<file path="config.mk">
export PLATFORM = sky130hd
export DESIGN_NAME = tridiagonal_ldlh_factor
export DESIGN_NICKNAME = d
export VERILOG_FILES = /design/src/design/tdl_pkg.sv /design/src/design/tdl_div.sv /design/src/design/tdl_mag.sv /design/src/design/tridiagonal_ldlh_factor.sv
export SDC_FILE = /design/constraint.sdc
export NUM_CORES = 2
export LEC_CHECK = 0
export ABC_CLOCK_PERIOD_IN_PS = 23100
export BUFFER_PORTS_ARGS = -buffer_cell sky130_fd_sc_hd__buf_2
export CORE_ASPECT_RATIO = 0.9
export CORE_MARGIN = 5
export CORE_UTILIZATION = 65
export DETAILED_ROUTE_END_ITERATION = 8
export PLACE_DENSITY = 0.9
export SLEW_MARGIN = 20
export SYNTH_ARGS = -nofsm -noshare
export SYNTH_HDL_FRONTEND = slang
export SYNTH_HIERARCHICAL = 1
export SYNTH_SLANG_ARGS = --single-unit
</file>
<file path="constraint.sdc">
create_clock -name clk -period 23.1 [get_ports clk]
set_input_delay 2.31 -clock clk [delete_from_list [all_inputs] [get_ports clk]]
set_output_delay 2.31 -clock clk [all_outputs]
set_load 0.01 [all_outputs]
</file>
<file path="src/design/tdl_pkg.sv">
// ----------------------------------------------------------------------------
// tdl_pkg: shared types and constants
// Controller states, row status codes and the result records that the
// serial divider and the magnitude unit hand to the top level.
// ----------------------------------------------------------------------------
package tdl_pkg;

  localparam int QUOT_BITS = 31;

  localparam logic [31:0] SAT_POS      = 32'h7FFF_FFFF;
  localparam logic [31:0] SAT_NEG      = 32'h8000_0000;
  localparam logic [15:0] FAIL_ROW_MAX = 16'hFFFF;

  localparam logic [1:0] STATUS_FACTORED   = 2'd0;
  localparam logic [1:0] STATUS_FIRST_FAIL = 2'd1;
  localparam logic [1:0] STATUS_PASSED     = 2'd2;

  typedef enum logic [2:0] {
    ST_IDLE,
    ST_PIVOT,
    ST_MAG,
    ST_DIV,
    ST_DONE
  } tdl_state_t;

  typedef struct packed {
    logic                 done;
    logic                 ovf;
    logic [QUOT_BITS-1:0] quot;
  } tdl_div_res_t;

  typedef struct packed {
    logic        done;
    logic [63:0] sum;
  } tdl_mag_res_t;

endpackage

</file>
<file path="src/design/tdl_div.sv">
// ----------------------------------------------------------------------------
// tdl_div: bit-serial restoring divider
// Divides a 64-bit unsigned dividend by a positive 31-bit divisor, one
// quotient bit per cycle, and flags a quotient that does not fit 31 bits.
// ----------------------------------------------------------------------------
module tdl_div (
  input  logic                 clk,
  input  logic                 rst,
  input  logic                 start,
  input  logic [63:0]          dividend,
  input  logic [30:0]          divisor,
  output tdl_pkg::tdl_div_res_t res
);
  import tdl_pkg::*;

  logic                 busy;
  logic                 done;
  logic [4:0]           cnt;
  logic                 ovf;
  logic [QUOT_BITS-1:0] rem;
  logic [QUOT_BITS-1:0] sh;
  logic [31:0]          trial;
  logic [31:0]          diff;
  logic                 fit;

  assign trial = {rem, sh[QUOT_BITS-1]};
  assign fit   = trial >= {1'b0, divisor};
  assign diff  = trial - {1'b0, divisor};

  always_ff @(posedge clk) begin
    if (rst) begin
      busy <= 1'b0;
      done <= 1'b0;
      cnt  <= '0;
    end else begin
      done <= 1'b0;
      if (start) begin
        busy <= 1'b1;
        cnt  <= 5'(QUOT_BITS);
      end else if (busy) begin
        cnt <= cnt - 5'd1;
        if (cnt == 5'd1) begin
          busy <= 1'b0;
          done <= 1'b1;
        end
      end
    end
  end

  // The remainder never reaches the divisor, so the upper dividend bits are
  // zero whenever the quotient fits.
  always_ff @(posedge clk) begin
    if (start) begin
      ovf <= dividend[63:31] >= {2'b00, divisor};
      rem <= dividend[61:31];
      sh  <= dividend[30:0];
    end else if (busy) begin
      rem <= fit ? diff[QUOT_BITS-1:0] : trial[QUOT_BITS-1:0];
      sh  <= {sh[QUOT_BITS-2:0], fit};
    end
  end

  assign res = '{done: done, ovf: ovf, quot: sh};

endmodule

</file>
<file path="src/design/tdl_mag.sv">
// ----------------------------------------------------------------------------
// tdl_mag: squared magnitude unit
// Forms a*a + b*b with one shared 32 by 32 multiplier, squaring a and then b.
// ----------------------------------------------------------------------------
module tdl_mag (
  input  logic                 clk,
  input  logic                 rst,
  input  logic                 start,
  input  logic [31:0]          a,
  input  logic [31:0]          b,
  output tdl_pkg::tdl_mag_res_t res
);
  import tdl_pkg::*;

  logic [2:0]  stage;
  logic [31:0] operand;
  logic [63:0] prod;
  logic [63:0] acc;

  assign operand = stage[0] ? b : a;

  always_ff @(posedge clk) begin
    if (rst) begin
      stage <= '0;
    end else begin
      stage <= {stage[1:0], start};
    end
  end

  always_ff @(posedge clk) begin
    if (start || stage[0]) begin
      prod <= operand * operand;
    end
    if (stage[0]) begin
      acc <= prod;
    end else if (stage[1]) begin
      acc <= acc + prod;
    end
  end

  assign res = '{done: stage[2], sum: acc};

endmodule

</file>
<file path="src/design/tridiagonal_ldlh_factor.sv">
// ----------------------------------------------------------------------------
// Rows are processed one at a time: a new row is accepted only after the result
// of the last one has entered the output register. Factored rows that are not
// the last run the 31-step serial divide of the correction; others skip it.
// Reset: synchronous, active high; clears the controller state, correction,
// failure state, first failing row, row counter and output valid flag.
// ----------------------------------------------------------------------------
// tridiagonal_ldlh_factor: streaming LDL^H factorization
// Takes one row of a Hermitian tridiagonal matrix per request and returns the
// pivot, the multiplier and the failure status for that row.
// ----------------------------------------------------------------------------
module tridiagonal_ldlh_factor #(
  parameter int ROW_BITS = 16
) (
  input  logic         clk,
  input  logic         rst,
  input  logic         s_axis_tvalid,
  output logic         s_axis_tready,
  // diag_in [31:0], off_real [63:32], off_imag [95:64]
  input  logic [95:0]  s_axis_tdata,
  input  logic         s_axis_tlast,
  output logic         m_axis_tvalid,
  input  logic         m_axis_tready,
  // pivot_out [31:0], mult_real [63:32], mult_imag [95:64], fail_row [111:96]
  output logic [111:0] m_axis_tdata,
  // row_status [1:0]
  output logic [1:0]   m_axis_tuser,
  output logic         m_axis_tlast
);
  import tdl_pkg::*;

  localparam int CNT_W = (ROW_BITS > 16) ? ROW_BITS + 1 : 17;

  tdl_state_t state, state_next;

  logic [31:0]         diag;
  logic [31:0]         off_re;
  logic [31:0]         off_im;
  logic                last;
  logic [31:0]         abs_re;
  logic [31:0]         abs_im;
  logic [30:0]         pivot;
  logic [30:0]         corr;
  logic                failed;
  logic [ROW_BITS-1:0] row_cnt;
  logic [15:0]         fail_row;

  logic [31:0] res_pivot;
  logic [31:0] res_mr;
  logic [31:0] res_mi;
  logic [1:0]  res_status;

  logic [32:0]      diff;
  logic [31:0]      piv_sat;
  logic             piv_bad;
  logic [CNT_W-1:0] row_ext;
  logic [15:0]      row_1based;
  logic             out_free;

  logic         mag_start;
  logic         div_start;
  tdl_mag_res_t mag_res;
  tdl_div_res_t div_re;
  tdl_div_res_t div_im;
  tdl_div_res_t div_mag;

  function automatic logic [31:0] sat_quot(input logic neg, input logic ovf,
                                           input logic [30:0] q);
    logic [31:0] mag;
    mag = {1'b0, q};
    if (ovf) begin
      sat_quot = neg ? SAT_NEG : SAT_POS;
    end else begin
      sat_quot = neg ? (32'd0 - mag) : mag;
    end
  endfunction

  assign diff    = {diag[31], diag} - {2'b00, corr};
  assign piv_sat = (diff[32] != diff[31]) ? SAT_NEG : diff[31:0];
  assign piv_bad = piv_sat[31] || (piv_sat == 32'd0);
  assign row_ext = CNT_W'(row_cnt) + CNT_W'(1);
  assign row_1based = (row_ext > CNT_W'(FAIL_ROW_MAX)) ? FAIL_ROW_MAX : row_ext[15:0];
  assign out_free = !m_axis_tvalid || m_axis_tready;

  tdl_mag u_mag (
    .clk   (clk),
    .rst   (rst),
    .start (mag_start),
    .a     (abs_re),
    .b     (abs_im),
    .res   (mag_res)
  );

  tdl_div u_div_re (
    .clk      (clk),
    .rst      (rst),
    .start    (div_start),
    .dividend ({16'd0, abs_re, 16'd0}),
    .divisor  (pivot),
    .res      (div_re)
  );

  tdl_div u_div_im (
    .clk      (clk),
    .rst      (rst),
    .start    (div_start),
    .dividend ({16'd0, abs_im, 16'd0}),
    .divisor  (pivot),
    .res      (div_im)
  );

  tdl_div u_div_mag (
    .clk      (clk),
    .rst      (rst),
    .start    (div_start),
    .dividend (mag_res.sum),
    .divisor  (pivot),
    .res      (div_mag)
  );

  always_ff @(posedge clk) begin
    if (rst) begin
      state <= ST_IDLE;
    end else begin
      state <= state_next;
    end
  end

  always_comb begin
    state_next    = state;
    s_axis_tready = 1'b0;
    mag_start     = 1'b0;
    div_start     = 1'b0;
    unique case (state)
      ST_IDLE: begin
        s_axis_tready = 1'b1;
        if (s_axis_tvalid) begin
          state_next = ST_PIVOT;
        end
      end
      ST_PIVOT: begin
        if (failed || piv_bad || last) begin
          state_next = ST_DONE;
        end else begin
          mag_start  = 1'b1;
          state_next = ST_MAG;
        end
      end
      ST_MAG: begin
        if (mag_res.done) begin
          div_start  = 1'b1;
          state_next = ST_DIV;
        end
      end
      ST_DIV: begin
        if (div_mag.done) begin
          state_next = ST_DONE;
        end
      end
      ST_DONE: begin
        if (out_free) begin
          state_next = ST_IDLE;
        end
      end
      default: begin
        state_next = ST_IDLE;
      end
    endcase
  end

  always_ff @(posedge clk) begin
    if (state == ST_IDLE && s_axis_tvalid) begin
      diag   <= s_axis_tdata[31:0];
      off_re <= s_axis_tdata[63:32];
      off_im <= s_axis_tdata[95:64];
      last   <= s_axis_tlast;
      abs_re <= s_axis_tdata[63] ? 32'd0 - s_axis_tdata[63:32] : s_axis_tdata[63:32];
      abs_im <= s_axis_tdata[95] ? 32'd0 - s_axis_tdata[95:64] : s_axis_tdata[95:64];
    end
    if (state == ST_PIVOT) begin
      pivot <= piv_sat[30:0];
      if (failed) begin
        res_pivot  <= diag;
        res_mr     <= last ? 32'd0 : off_re;
        res_mi     <= last ? 32'd0 : off_im;
        res_status <= STATUS_PASSED;
      end else if (piv_bad) begin
        res_pivot  <= piv_sat;
        res_mr     <= last ? 32'd0 : off_re;
        res_mi     <= last ? 32'd0 : off_im;
        res_status <= STATUS_FIRST_FAIL;
      end else begin
        res_pivot  <= piv_sat;
        res_mr     <= 32'd0;
        res_mi     <= 32'd0;
        res_status <= STATUS_FACTORED;
      end
    end
    if (state == ST_DIV && div_mag.done) begin
      res_mr <= sat_quot(off_re[31], div_re.ovf, div_re.quot);
      res_mi <= sat_quot(off_im[31], div_im.ovf, div_im.quot);
    end
    if (state == ST_DONE && out_free) begin
      m_axis_tdata <= {fail_row, res_mi, res_mr, res_pivot};
      m_axis_tuser <= res_status;
      m_axis_tlast <= last;
    end
  end

  always_ff @(posedge clk) begin
    if (rst) begin
      m_axis_tvalid <= 1'b0;
      corr          <= '0;
      failed        <= 1'b0;
      row_cnt       <= '0;
      fail_row      <= '0;
    end else begin
      if (state == ST_DONE && out_free) begin
        m_axis_tvalid <= 1'b1;
      end else if (m_axis_tready) begin
        m_axis_tvalid <= 1'b0;
      end
      if (state == ST_PIVOT && !failed && piv_bad) begin
        failed   <= 1'b1;
        corr     <= '0;
        fail_row <= row_1based;
      end
      if (state == ST_DIV && div_mag.done) begin
        corr <= div_mag.ovf ? SAT_POS[30:0] : div_mag.quot;
      end
      if (state == ST_DONE && out_free) begin
        if (last) begin
          corr     <= '0;
          failed   <= 1'b0;
          row_cnt  <= '0;
          fail_row <= '0;
        end else if (row_cnt != {ROW_BITS{1'b1}}) begin
          row_cnt <= row_cnt + ROW_BITS'(1);
        end
      end
    end
  end

endmodule

</file>
* Word-level counts from Yosys, hierarchy flattened
Cells that the tools add are included.
Cells by class: add/sub/neg operators 14, $mul 1, $lt $le $gt $ge 7, equality and inequality tests 13, mux-type cells 82, bitwise gates (word level) 1, reduce and logical (&&, ||, !) cells 24
Operators with widths (number):
- 32-bit two-way mux | 19
- 31-bit two-way mux | 18
- 64-bit two-way mux | 2
- 32-bit by 31-bit >= comparator with 1-bit output | 3
- 16-bit two-way mux | 6
- 31-bit subtractor | 3
- 17-bit two-way mux | 4
- 64-bit adder | 1
- 32-bit by 32-bit multiplier with 64-bit output | 1
- 1-bit by 31-bit subtractor with 32-bit output (first input constant) | 2
- 1-bit by 32-bit subtractor with 32-bit output (first input constant) | 2
- 17-bit by 31-bit >= comparator with 1-bit output | 2
- 33-bit by 31-bit >= comparator with 1-bit output | 1
- 32-bit by 32-bit subtractor with 33-bit output | 1
- 32-bit logical NOT | 1
- 5-bit two-way mux | 6
- 1-bit two-way mux | 21
- 16-bit by 1-bit adder with 17-bit output (second input constant) | 1
- 17-bit by 16-bit greater-than comparator with 1-bit output (second input constant) | 1
- 16-bit by 1-bit adder with 16-bit output (second input constant) | 1
- 16-bit != test (second input constant) | 1
- 5-bit by 1-bit == test with 1-bit output (second input constant) | 3
- 3-bit two-way mux | 5
- 3-bit case mux with 5 select lines | 1
- other kinds (16) | 36
Storage, ports and cells: register bits 812, bits of input ports 101, logic and storage cells 187

* Logic depth before layout (Yosys ltp)
word-level depth 10, mapped depth 35, gate-level depth less buffers 31

* By module
Netlist, hierarchy kept.
Modules (own cells, without submodules):
- tdl_mag | times used 1, cells each 4113, area each 37782.5 um2, sequential area each 3873.7 um2
- tridiagonal_ldlh_factor | times used 1, cells each 1802, area each 21916.0 um2, sequential area each 13462.9 um2
- tdl_div at u_div_im ... | times used 2, cells each 614, area each 5778.0 um2, sequential area each 2031.9 um2
- tdl_div at u_div_mag | times used 1, cells each 560, area each 5868.1 um2, sequential area each 2031.9 um2

* Worst setup path before layout
Ideal clock, no wire load.
path kind reg2reg, from register u_mag.stage[0], to register u_mag.prod[58], data pin, arrival time 8.697 ns, data required time 22.841 ns, path slack 14.144 ns, cell stages (with the launch flop) 30, buffers on the path 4, clock period less this slack 8.956 ns, cell sequence dfxtp_1 -> clkbuf_1 -> buf_1 -> mux2_2 -> clkinv_1 -> buf_1 -> nor2_1 -> fa_1 -> fa_1 -> fa_1 -> inv_1 -> fa_1 -> inv_1 -> fa_1 -> fa_1 -> fa_1 -> inv_1 -> fa_1 -> inv_1 -> ha_1 -> clkbuf_1 -> nand4_1 -> or2_2 -> a2111oi_2 -> a211oi_2 -> a21oi_2 -> a31oi_2 -> o41ai_2 -> a21oi_1 -> xnor2_1
On the way: word-level cells in the longest chain between the ends 2
Ends and longest elaborated chain:
- from (decl) | RTL line tdl_mag.sv:15 | logic [2:0] stage;
- from (signal assigned) | RTL line tdl_mag.sv:26 | stage <= {stage[1:0], start};
- 32-bit two-way mux | RTL line tdl_mag.sv:20 | assign operand = stage[0] ? b : a;
- 32-bit by 32-bit multiplier with 64-bit output | RTL line tdl_mag.sv:32 | prod <= operand * operand;
- to (signal assigned) | RTL line tdl_mag.sv:32
- to (decl) | RTL line tdl_mag.sv:17 | logic [63:0] prod;
Every way passes these cells. A chain may end at the register's enable or synchronous reset.

* Final worst setup path
from register u_mag.stage[0], to register u_mag.prod[62], data pin
The elaborated chain is that of the path after synthesis.

==> flow_metrics.py <==
metrics = {
    "status": {
        "status": "completed",
    },
    "place": {
        "gp_congestion": 1.01,
        "hpwlAfterDp_mm": 174,
        "dpl.cell_count": 9308,
        "port-buffer-count": 217,
    },
    "cts": {
        "h-tree-depth": 3,
        "hold_buffers": 0,
        "numCtsBuffers": 85,
        "cts_resized": 0,
        "cts_tree": "built",
        "clk-insertion-delay-late_ns": 0.69,
        "clockBufferDepth": 3,
        "clk_pin_slew_ns": 0.06,
        "post-cts-setup-buffers": 0,
        "cts.sink_count": 809,
        "root_buffer": "clkbuf_16",
    },
    "setup_path": {
        "cp-end-kind": "register",
        "arrival_ns": 11.32,
        "startpoint_type": "register",
        "crit_fanout": 45,
        "worstSetupPathType": "register to register",
        "crit_required_ns": 23.51,
    },
    "synthesis": {
        "syn_inst": 7697,
        "yosysWarnings": 6,
        "netlist_area_um2": 77100,
        "syn_area_per_cell_um2": 10.0,
    },
    "sta": {
        "rsz0062_at_grt": "no",
        "tightest_slew_ns": 1.22,
        "max_slew_margin_pct": 18.1,
        "finalSetupTns_ns": 0,
        "report.final.slew_viol_count": 0,
        "fin_crit_ns": 10.91,
        "finalSetupViolations": 0,
        "timing.hold.ws_ns": 0.410,
        "hold_viol": 0,
        "fin_crit_sh_pct": 47.2,
        "fin_skew_ns": 0.0358,
        "clock.fmax_ghz": 0.0917,
    },
    "global_route": {
        "grt_usage_pct": 35.6,
        "grt_pass1_vias": 60900,
        "antenna_found_initial": 14,
        "grt_first_pass_wirelength_mm": 348,
        "grt_max_degree": 122,
        "grt-ovfl-total": 0,
    },
    "route": {
        "vias": 60200,
        "drc_errors": 0,
        "drtAntennaViolNets": 0,
        "first_pass_iters": 7,
        "routedWlPerCell_um": 23.9,
        "drtIter0Drc": 7674,
        "drt_wl_total_mm": 227,
        "vias_per_cell": 6.35,
    },
    "layout": {
        "drive_gt1_share_pct": 9.46,
        "nets": 9305,
        "layoutNonFillerInstCount": 9477,
        "area_delta_synth_final_pct": 6.98,
    },
    "worst_hold_path": {
        "hp-class": "register to register",
    },
    "floorplan": {
        "coreArea_um2": 117000,
        "ios": 218,
        "die_w_um": 373,
        "rows": 119,
        "die_y_um": 337,
        "initial_core_util_pct": 65.7,
        "die-area_um2": 126000,
    },
    "run": {
        "maxCapViolCount": 0,
    },
}
critical path, cell delays in order (launching register included):
cell      delay, ns
dfxtp_4        0.87
mux2i_2        0.89
clkinv_1       1.26
nand2_1        0.52
fa_1           0.51
fa_1           0.42
fa_1           0.47
fa_1           0.49
inv_1          0.05
fa_1           0.52
inv_1          0.06
fa_1           0.47
inv_1          0.06
fa_1           0.55
inv_1          0.06
fa_1           0.55
inv_1          0.05
ha_1           0.24
a21o_1         0.19
a21o_1         0.16
a21oi_1        0.17
a21oi_1        0.09
nor3b_1        0.44
o31a_1         0.25
nor3_1         0.07
o41ai_1        0.73
o21ai_0        0.28
xor2_1         0.20
layer usage:
layer	GRT usage, %	share of wire [%]
met1	47.0	38
met2	56.3	45
met3	7.63	11
met4	18.2	6.2
met5	0	0.0057
area by class of cell:
type | instances | area, um2
fill | 8322 | 34900
inverter | 1267 | 4760
tap | 1573 | 1970
antenna | 9 | 22.5
timing repair buffer | 277 | 1540
multi-input combinational | 5382 | 47800
sequential | 809 | 23400
clock buffer | 105 | 2320
clock inverter | 55 | 658
registers in the layout (all words and copies together) (netlist names), 32 cells and up:
name          cells
u_mag/acc        64
diag             32
res_mi           32
res_pivot        32
off_re           32
res_mr           32
u_mag/prod       63
off_im           32
m_axis_tdata    112
through the flow:
step	util (%)	area, um2	setup slack [ns]
final	70.3	82400	12.19
after global placement	67.7	79400	12.75
after detailed placement	67.7	79400	12.69
after CTS	70.2	82400	12.62
after global routing	70.2	82400	12.04
after floorplan	-	77400	14.14
path summary, 6_finish.rpt:
kind              depth (start not counted)  slack (ns)               end            from
hold reg to reg                           0        0.41  m_axis_tdata[60]      res_mr[28]
setup / recovery                         27       12.19    u_mag/prod[62]  u_mag/stage[0]
setup reg to reg                         27       12.19    u_mag/prod[62]  u_mag/stage[0]
hold / removal                            0        0.41  m_axis_tdata[60]      res_mr[28]
layout by cell type, fill, tap and decap left out, drive strengths merged, types with 49 or more instances in the layout:
cell type     n
buf         277
nor2        620
nor3         90
inv        1268
dfxtp        90
edfxtp      719
a22o         58
nand2       636
clkbuf      105
o22ai        56
fa          802
xor2        113
o31ai        62
xnor2       230
conb         92
ha          580
mux2        179
nand4        97
a21o        153
nand3       123
a31oi        93
o21ai       256
nor2b        49
a21oi       379
Power is not shown: default switching activity piles up to over one toggle a cycle in this logic, so the estimate is an artifact.
